==> config.mk <==
export PLATFORM = sky130hd
export DESIGN_NAME = ggh_fifo
export DESIGN_NICKNAME = d
export VERILOG_FILES = /design/src/ggh_pkg.sv /design/src/ggh_fifo.sv
export SDC_FILE = /design/constraint.sdc
export NUM_CORES = 1
export LEC_CHECK = 0
export BUFFER_PORTS_ARGS = -buffer_cell sky130_fd_sc_hd__buf_2
export CAP_MARGIN = 10
export CORE_UTILIZATION = 57
export DETAILED_ROUTE_END_ITERATION = 10
export GPL_TIMING_DRIVEN = 0
export PLACE_DENSITY = 0.81
export SLEW_MARGIN = 20
export SYNTH_ARGS = -nofsm -noshare
export SYNTH_HDL_FRONTEND = slang
export SYNTH_SLANG_ARGS = --single-unit
==> constraint.sdc <==
create_clock -name clk -period 10.1 [get_ports clk]
set_clock_uncertainty 0.15 [all_clocks]
set_input_delay 2.02 -clock clk [delete_from_list [all_inputs] [get_ports clk]]
set_output_delay 2.02 -clock clk [all_outputs]
set_load 0.005 [all_outputs]
==> src/ggh_pkg.sv <==
`timescale 1ns / 1ps
package ggh_pkg;

  // default sizes
  localparam int DEF_NUM_ANT      = 32;
  localparam int DEF_PARS_PER_ANT = 2;
  localparam int DEF_NUM_PARAMS   = 64;
  localparam int DEF_Q_DEPTH      = 4;

  // field and accumulator widths
  localparam int NP_W       = 7;   // num_params register
  localparam int IDX_W      = 7;   // antenna * pars + slot, before range check
  localparam int G_TERM_W   = 37;  // gradient term after >>12
  localparam int H_TERM_W   = 36;  // hessian term after >>12
  localparam int CHI_TERM_W = 48;  // exact chi term
  localparam int ACC_W      = 48;  // gradient / hessian sums
  localparam int CHI_W      = 64;
  localparam int USED_W     = 32;
  localparam int STEP_W     = 32;

  // shared divider
  localparam int DIV_RW     = 49;
  localparam int DIV_BITS_W = 64;
  localparam int DIV_IT_W   = 7;
  localparam int ITERS_STEP = 31;
  localparam int ITERS_WIDE = 64;

  // square root
  localparam int SQ_STEPS = 32;
  localparam int SQ_CNT_W = 5;

  localparam logic [NP_W-1:0] NP_RESET = NP_W'(64);

  typedef enum logic [1:0] {
    CMD_CLEAR = 2'd0,
    CMD_ACC   = 2'd1,
    CMD_SOLVE = 2'd2
  } cmd_t;

  typedef enum logic [4:0] {
    B_IDLE, B_A1_RD, B_A1_WR, B_A2_RD, B_A2_WR, B_SCAN, B_DOF, B_KWAIT,
    B_RD, B_LOAD, B_RE, B_RE_W, B_IM, B_IM_W, B_ERR, B_ERR_W, B_SQRT, B_EMIT
  } bstate_t;

  typedef struct packed {
    logic [1:0]         command;
    logic               flagged;
    logic [15:0]        weight;
    logic signed [15:0] resid_re;
    logic signed [15:0] resid_im;
    logic signed [15:0] deriv1_re;
    logic signed [15:0] deriv1_im;
    logic signed [15:0] deriv2_re;
    logic signed [15:0] deriv2_im;
    logic [4:0]         first_antenna;
    logic [4:0]         second_antenna;
    logic               par_slot;
  } in_item_t;

  typedef struct packed {
    logic [5:0]         par_index;
    logic signed [31:0] step_re;
    logic signed [31:0] step_im;
    logic [31:0]        error;
    logic               good;
    logic               last;
  } out_item_t;

  typedef struct packed {
    cmd_t                         op;
    logic signed [G_TERM_W-1:0]   g1_re;
    logic signed [G_TERM_W-1:0]   g1_im;
    logic [H_TERM_W-1:0]          h1;
    logic signed [G_TERM_W-1:0]   g2_re;
    logic signed [G_TERM_W-1:0]   g2_im;
    logic [H_TERM_W-1:0]          h2;
    logic [CHI_TERM_W-1:0]        chi;
    logic [IDX_W-1:0]             idx1;
    logic [IDX_W-1:0]             idx2;
    logic                         use1;
    logic                         use2;
    logic                         count_chi;
  } q_entry_t;

  typedef struct packed {
    logic                  start;
    logic [DIV_RW-1:0]     r0;
    logic [DIV_RW-1:0]     d;
    logic [DIV_BITS_W-1:0] bits;
    logic [DIV_IT_W-1:0]   iters;
  } div_req_t;

  typedef struct packed {
    logic                  done;
    logic [DIV_BITS_W-1:0] quot;
  } div_rsp_t;

  function automatic logic signed [ACC_W-1:0] sat_add_g(
      input logic signed [ACC_W-1:0] a, input logic signed [G_TERM_W-1:0] t);
    logic signed [ACC_W:0] s;
    s = {a[ACC_W-1], a} + {{(ACC_W+1-G_TERM_W){t[G_TERM_W-1]}}, t};
    if (s[ACC_W] != s[ACC_W-1])
      return s[ACC_W] ? {1'b1, {(ACC_W-1){1'b0}}} : {1'b0, {(ACC_W-1){1'b1}}};
    return s[ACC_W-1:0];
  endfunction

  function automatic logic [ACC_W-1:0] sat_add_h(
      input logic [ACC_W-1:0] a, input logic [H_TERM_W-1:0] t);
    logic [ACC_W:0] s;
    s = {1'b0, a} + {{(ACC_W+1-H_TERM_W){1'b0}}, t};
    if (s[ACC_W])
      return {ACC_W{1'b1}};
    return s[ACC_W-1:0];
  endfunction

  // sign of step is opposite to the gradient; positive results clamp
  function automatic logic signed [STEP_W-1:0] step_fix(
      input logic [STEP_W-1:0] q, input logic signed [ACC_W-1:0] g);
    if (!g[ACC_W-1] && (g != '0))
      return $signed(STEP_W'(0) - q);
    if (q > {1'b0, {(STEP_W-1){1'b1}}})
      return $signed({1'b0, {(STEP_W-1){1'b1}}});
    return $signed(q);
  endfunction

endpackage

==> src/ggh_fifo.sv <==
`timescale 1ns / 1ps
module ggh_fifo import ggh_pkg::*; #(
  parameter int DEPTH = DEF_Q_DEPTH
) (
  input  logic     clk,
  input  logic     rst_n,
  input  logic     push,
  input  q_entry_t din,
  output logic     full,
  input  logic     pop,
  output q_entry_t dout,
  output logic     empty
);

  localparam int PW = (DEPTH > 1) ? $clog2(DEPTH) : 1;
  localparam int CW = $clog2(DEPTH + 1);

  q_entry_t mem [DEPTH];
  logic [PW-1:0] wr_ptr_r, rd_ptr_r;
  logic [CW-1:0] cnt_r;

  assign full  = (cnt_r == CW'(DEPTH));
  assign empty = (cnt_r == '0);
  assign dout  = mem[rd_ptr_r];

  always_ff @(posedge clk) begin
    if (push) mem[wr_ptr_r] <= din;
  end

  always_ff @(posedge clk) begin
    if (!rst_n) begin
      wr_ptr_r <= '0;
      rd_ptr_r <= '0;
      cnt_r    <= '0;
    end else begin
      if (push)
        wr_ptr_r <= (wr_ptr_r == PW'(DEPTH - 1)) ? '0 : wr_ptr_r + PW'(1);
      if (pop)
        rd_ptr_r <= (rd_ptr_r == PW'(DEPTH - 1)) ? '0 : rd_ptr_r + PW'(1);
      if (push && !pop)
        cnt_r <= cnt_r + CW'(1);
      else if (pop && !push)
        cnt_r <= cnt_r - CW'(1);
    end
  end

endmodule

## Yosys cells after proc, flatten, opt, wreduce, memory -nomap -nowiden

Memory sizes are Yosys's and may differ from the RTL's. A register that Yosys moved wholly into a read port is not among the register bits.
Cells that the tools add are included.

| cells by class | value |
|---|---|
| add/subtract/negate cells | 4 |
| equal/unequal tests | 3 |
| muxes and demuxes | 8 |
| reduce and logical (&&, ||, !) cells | 6 |

Operator list:

| operator | count |
|---|---|
| 2-bit two-way mux | 4 |
| 3-bit two-way mux | 2 |
| 2-bit by 1-bit adder with 2-bit output, second input constant | 2 |
| 2-bit == test, second input constant | 2 |
| 3-bit by 1-bit adder with 3-bit output, second input constant | 1 |
| 3-bit == test, second input constant | 1 |
| 3-bit logical NOT | 1 |
| 3-bit by 1-bit subtractor with 3-bit output, second input constant | 1 |
| 1-bit logical AND | 2 |
| 1-bit logical NOT | 2 |
| 1-bit two-way mux | 2 |
| 2-bit nonzero test | 1 |

| word-level totals | value |
|---|---|
| flip-flop bits (word level) | 7 |
| RAM bits | 1148 |
| word-level logic and storage cells | 25 |
| memories kept | 1 |

Memory list:

| name | depth | width | rd ports | clocked after memory_dff | write ports | RTL line | text |
|---|---|---|---|---|---|---|---|
| mem | 4 | 287 | 1 | 1 | 1 | ggh_fifo.sv:18 | `q_entry_t mem [DEPTH];` |

## Logic depth before layout (Yosys ltp)

Gate-level depths: netlist of the first run.

| depth | value |
|---|---|
| depth in word-level cells | 4 |
| mapped depth | 7 |
| depth with buffers taken out | 7 |

## Worst setup path after synthesis of the first run

Ideal clock, no wire load.

| path | value |
|---|---|
| kind | input-to-reg |
| from | input port push |
| to | memory mem[0][0] in the netlist's numbering, enable pin |
| library setup time | 0.684 ns |
| data arrival time | 8.497 ns |
| setup slack | 0.770 ns |
| cell stages on the path | 1 |
| path buffers | 0 |
| path through | and2_1 |

| on the way | value |
|---|---|
| longest elaborated chain between the ends | 2 |

RTL lines:

| item | RTL line | text |
|---|---|---|
| start, declared | ggh_fifo.sv:7 | `input logic push,` |
| 1-bit two-way mux | ggh_fifo.sv:27 | `if (push) mem[wr_ptr_r] <= din;` |
| 1-bit two-way mux (implied by the code) | ggh_fifo.sv:27 |  |
| end, declared | ggh_fifo.sv:18 |  |

Every way passes these cells.

==> results.toml, run 1 <==
[outcome]
status = "finished with violations"
violations = "DRC"

[worst_setup_path]
path_buf_inv = 4
path_delay_family = "buffers and inverters"
crit_top_cell = "buf_2"
worst_path_max_delay_cell = "clkbuf_1"
crit_path_cell_trace = "buf_2, clkbuf_1, buf_2, mux4_2, buf_2"
end_kind = "primary output"
cp_max_fo = 10
cp_slowest_stage_delay_ns = 0.66
cp.arrival_ns = 2.98
cp.required_ns = 7.93
critPathKind = "flop to primary output"
cp-start-kind = "flop"

[global_route]
grt_max_degree = 49
grt_pass1_wl_um = 136000
antenna_found_initial = 35
grt-ovfl-total = 0
grt_pass1_vias = 21000
grt_usage_pct = 25.1

[placed_design]
gp_congestion = 0.792
numPortBuffers = 579
dp_slack_ns = 5.61
place_area_sq_mm = 0.0467
dp_cells = 3109
dp_hpwl_um = 59100

[clocking]
htreeDepth = 3
cts_inserted_buffers = 109
clk_path_buf_depth = 3
cts.sinks = 1157
cts_hold_buf = 0
post_cts_buffers = 0
clk_pin_slew_ns = 0.06
clk_latency_ns = 0.65
cts_tree = "built"
cts-root-buf = "clkbuf_16"
cts.repair.resized = 0

[finish]
final_common_cell = "edfxtp_1"
nFillCells = 4176
syn2layout_area_growth_pct = 20.4
instances_no_fill = 3338
finalInstanceArea_sq_mm = 0.0504
drive_above_1_share_pct = 47.8
final_cell_mix = "edfxtp_1, buf_2, mux4_2, clkbuf_16, buf_6"
final_nets = 2559

[sta]
period_share_pct = 51.0
finalSetupViolCount = 0
worstMarginPinSlew_ns = 0.813
finalHoldViolCount = 0
fin_crit_ns = 5.15
finalMaxSlewViolations = 0
rsz0062_at_grt = "false"
fin_ws_ns = 4.95
slew_headroom_pct = 45.8
max_freq_mhz = 194
setup_tns_ns = 0

[power_and_ir_drop]
clkPwrFrac_pct = 39.2
power_density_mw_per_mm2 = 211
switching_power_mw = 2.29
pwr-share-comb_pct = 8.5
leakage_nw = 17.0
internal_power_mw = 8.35
seqPwrFrac_pct = 52.3
finalPower_mw = 10.6
switching_share_pct = 21.5
ir_drop_v = 0.000204

[synth]
ys.warnings.count = 0
synthCells = 1543
syn_area_sq_mm = 0.0419
ys_ff_latch = 1157
ys_seq_area_share_pct = 82.8
synthesis.nets = 1841
synthDistinctLibCells = 21
syn_area_per_cell_sq_um = 27.1

[routing]
drt-vias-per-instance = 5.98
drt_iter0_markers = 2078
firstDrtPassIters = 8
drtAntennaViolNets = 0
routedWlPerCell_um = 28.4
drc = 2
num_vias = 20000
routed_wl_um = 94800

[die]
die_w_um = 273
initial_core_util_pct = 57.5
die_h_um = 273
pin_count = 580
core-area_sq_mm = 0.0728
dieArea_sq_mm = 0.0746
std_cell_rows = 99

[run]
cap_violations = 0

[hold_path]
hold_path.class = "flop to flop"
==> cells by family after synthesis <==
logic type,Yosys count,synth area share (%)
and+or+nand+nor,15,0.215
adders and majority gates,7,0.227
DFF,1157,82.8
buffers and inverters,68,1.18
xor gates and xnor gates,2,0.0418
AOI/OAI and AO/OA,3,0.0478
muxes,291,15.5
==> power by group through the flow <==
stage               Clock [mW]  Sequential, mW  Combinational (mW)
finish                    4.17            5.56               0.900
detailed placement           0            5.66               0.891
global route              4.41            5.58               0.949
floorplan                    0            5.70               0.440
global placement             0            5.75               0.827
CTS                       4.23            5.56               0.907
==> sequential cells by signal, indices dropped and copies added (netlist names), named ones only <==
register	flops
rd_ptr_r	2
mem	1148
wr_ptr_r	2
cnt_r	3
==> path summary, 6_finish.rpt <==
kind | endpoint | start | slack, ns | cells after the start
max | dout[55] | flop | 4.95 | 5
min reg2reg | cnt_r[2]$_SDFFE_PN0P_ | cnt_r[2]$_SDFFE_PN0P_ | 0.40 | 2
max reg2reg | mem[2][169]$_DFFE_PP_ | wr_ptr_r[0]$_SDFFE_PN0P_ | 7.31 | 7
min | cnt_r[2]$_SDFFE_PN0P_ | cnt_r[2]$_SDFFE_PN0P_ | 0.40 | 2
==> worst reg2reg max path, stage by stage, from the launching register on <==
cell     delay, ns
dfxtp_1       0.36
inv_1         0.11
ha_1          0.18
and2_4        0.45
buf_12        0.29
buf_16        0.28
buf_16        0.30
buf_16        0.30
==> per-stage QoR <==
step                      hold WS [ns]  util (%)
final                            0.399      69.2
after global routing             0.436      69.2
after CTS                        0.409      69.2
after detailed placement         0.391      64.1
after global placement           0.347      63.1
after floorplan                  0.322         -
==> Yosys cell counts <==
cell type     n  area, sq um
buf_6        27          304
dfxtp_1       9          180
and2_1        5         31.3
xnor2_1       1         8.76
edfxtp_1   1148        34500
nor2b_1       5         31.3
mux4_2      287         6460
buf_2        30          150
xor2_1        1         8.76
ha_1          6         75.1
mux2i_1       4         40.0
or3_1         1         6.26
a21boi_0      1         7.51
nor3b_1       1         7.51
nor3_1        2         10.0
inv_1         4         15.0
fa_1          1         20.0
clkbuf_1      7         26.3
nor2_1        1         3.75
o21a_1        1         7.51
o21ai_0       1         5.00
==> final cells by class <==
class                      instances  area (sq um)  area share, %
buffer                            64           480          0.953
antenna                           27          67.6          0.134
inverter                           4          15.0         0.0298
multi-input combinational        318          6740           13.4
clock inverter                    76           856           1.70
clock buffer                     126          2860           5.66
tap                              959          1200           2.38
sequential                      1157         34700           68.7
timing repair buffer             607          3570           7.08
==> layer usage <==
layer | up-vias | share of wire [%] | track usage (%)
met2 | 1028 | 52 | 42.7
li1 | 8199 | - | -
met5 | - | 0.11 | 0
met4 | 16 | 5.2 | 13.3
met1 | 10500 | 35 | 30.6
met3 | 254 | 7.0 | 4.96
(Power assumes the default switching activity.)
==> run 2: changes to the inputs <==
--- a/config.mk
+++ b/config.mk
@@ -7,10 +7,10 @@
 export LEC_CHECK = 0
 export BUFFER_PORTS_ARGS = -buffer_cell sky130_fd_sc_hd__buf_2
 export CAP_MARGIN = 10
-export CORE_UTILIZATION = 57
+export CORE_UTILIZATION = 51
 export DETAILED_ROUTE_END_ITERATION = 10
 export GPL_TIMING_DRIVEN = 0
-export PLACE_DENSITY = 0.81
+export PLACE_DENSITY = 0.77
 export SLEW_MARGIN = 20
 export SYNTH_ARGS = -nofsm -noshare
 export SYNTH_HDL_FRONTEND = slang
==> constraint.sdc (replaced) <==
create_clock -name clk -period 4.2 [get_ports clk]
set_clock_uncertainty 0.15 [all_clocks]
set_input_delay 0.84 -clock clk [delete_from_list [all_inputs] [get_ports clk]]
set_output_delay 0.84 -clock clk [all_outputs]
set_load 0.005 [all_outputs]
==> results.toml, run 2 (synthesized netlist as in run 1, its figures left out) <==
[run]
cap_violations = 0

[routing]
drtAntennaViolNets = 0
routed_wl_um = 88400
drt_iter0_markers = 1582
num_vias = 19300
routedWlPerCell_um = 25.7
drc = 0
drt-vias-per-instance = 5.60
firstDrtPassIters = 5

[finish]
nFillCells = 5293
utilization_pct = 62.4
multi_input_area_sq_mm = 0.00674
final_common_cell = "edfxtp_1"
finalInstanceArea_sq_mm = 0.0505
regArea_sq_mm = 0.0347
drive_above_1_share_pct = 47.6
final_cell_mix = "edfxtp_1, buf_2, mux4_2, clkbuf_16, buf_6"
syn2layout_area_growth_pct = 20.6
top_regs = "mem x1148, cnt_r x3"
top_register = "mem"
final_nets = 2560
largest_reg_flops = 1148

[die]
die_w_um = 289
die_h_um = 289
std_cell_rows = 104
dieArea_sq_mm = 0.0833
initial_core_util_pct = 51.7
core-area_sq_mm = 0.0809
pin_count = 580

[worst_setup_path]
cp_max_fo = 10
cp.arrival_ns = 3.01
path_delay_family = "buffers and inverters"
worst_path_max_delay_cell = "clkbuf_1"
cp-start-kind = "flop"
crit_top_cell = "buf_2"
crit_path_cell_trace = "buf_2, clkbuf_1, buf_2, mux4_2, buf_2"
critPathKind = "flop to primary output"
end_kind = "primary output"
cp.required_ns = 3.21
path_buf_inv = 4
cp_slowest_stage_delay_ns = 0.66

[placed_design]
numPortBuffers = 579
place_area_sq_mm = 0.0468
gp_congestion = 0.778
dp_hpwl_um = 58200

[clocking]
cts_hold_buf = 0
cts.sinks = 1157
clk_latency_ns = 0.64
cts_inserted_buffers = 110
cts_tree = "built"
post_cts_buffers = 0
cts-root-buf = "clkbuf_16"
htreeDepth = 3
clk_path_buf_depth = 3
clk_pin_slew_ns = 0.06
cts.repair.resized = 0

[global_route]
grt_max_degree = 48
grt-ovfl-total = 0
grt_pass1_wl_um = 127000
grt_usage_pct = 20.8
antenna_found_initial = 33
grt_pass1_vias = 20300

[power_and_ir_drop]
ir_drop_v = 0.000552
leakage_nw = 17.0
finalPower_mw = 25.3
power_density_mw_per_mm2 = 500

[sta]
finalHoldViolCount = 0
max_freq_mhz = 250
finalMaxSlewViolations = 0
fin_crit_ns = 4.00
finalSetupViolCount = 0
rsz0062_at_grt = "false"
slew_headroom_pct = 42.4
period_share_pct = 95.1
worstMarginPinSlew_ns = 0.864

[outcome]
status = "finished clean"

[hold_path]
hold_path.class = "input pin to flop"
==> run 2: cell count changes in the layout (fill, tap and decap cells not counted), sizes merged <==
cell    previous run  this run
bufinv            15        11
clkbuf           133       135
diode             27        29
inv                8        11
==> run 2: worst paths after layout <==
kind                      endpoint  slack (ns)                      from  depth (start not counted)
min reg2reg  cnt_r[2]$_SDFFE_PN0P_        0.36     cnt_r[2]$_SDFFE_PN0P_                          2
min          mem[0][138]$_DFFE_PP_        0.23                  din[138]                          1
max                      dout[188]        0.20                      flop                          5
max reg2reg  mem[2][118]$_DFFE_PP_        1.51  wr_ptr_r[0]$_SDFFE_PN0P_                          7
==> run 2: report_power, final <==
part / switching [mW] / leakage (nW) / internal (mW)
Combinational: 1.13 / 4.60 / 1.00
Sequential: 0.117 / 10.6 / 13.2
Clock: 4.21 / 1.75 / 5.56
==> run 2: cell type report <==
type / count / share of cell area [%]
well taps: 1060 / 2.63
diodes: 29 / 0.144
repair buffers: 607 / 7.12
clock buffers: 128 / 5.63
plain buffers: 64 / 0.952
inverters: 4 / 0.0297
flip-flops and latches: 1157 / 68.6
clock inverters: 75 / 1.52
multi-input cells: 318 / 13.3
==> run 2: per-stage QoR <==
stage	setup WS [ns]	hold slack (ns)	std cells	setup TNS (ns)
floorplan	0.774	0.322	1543	0
global placement	-0.934	0.353	3182	-998.82
detailed placement	0.846	0.358	3210	0
CTS	0.0892	0.174	3413	0
global route	0.0782	0.199	3436	0
finish	0.204	0.229	3442	0
==> run 2: metal layers <==
| layer | vias up | routed length (um) | global-route usage, % |
|---|---|---|---|
| met2 | 756 | 46400 | 34.8 |
| met3 | 200 | 6660 | 5.47 |
| met4 | 16 | 4060 | 11.8 |
| li1 | 8239 | - | - |
| met1 | 10100 | 31200 | 24.5 |
| met5 | - | 115 | 0 |
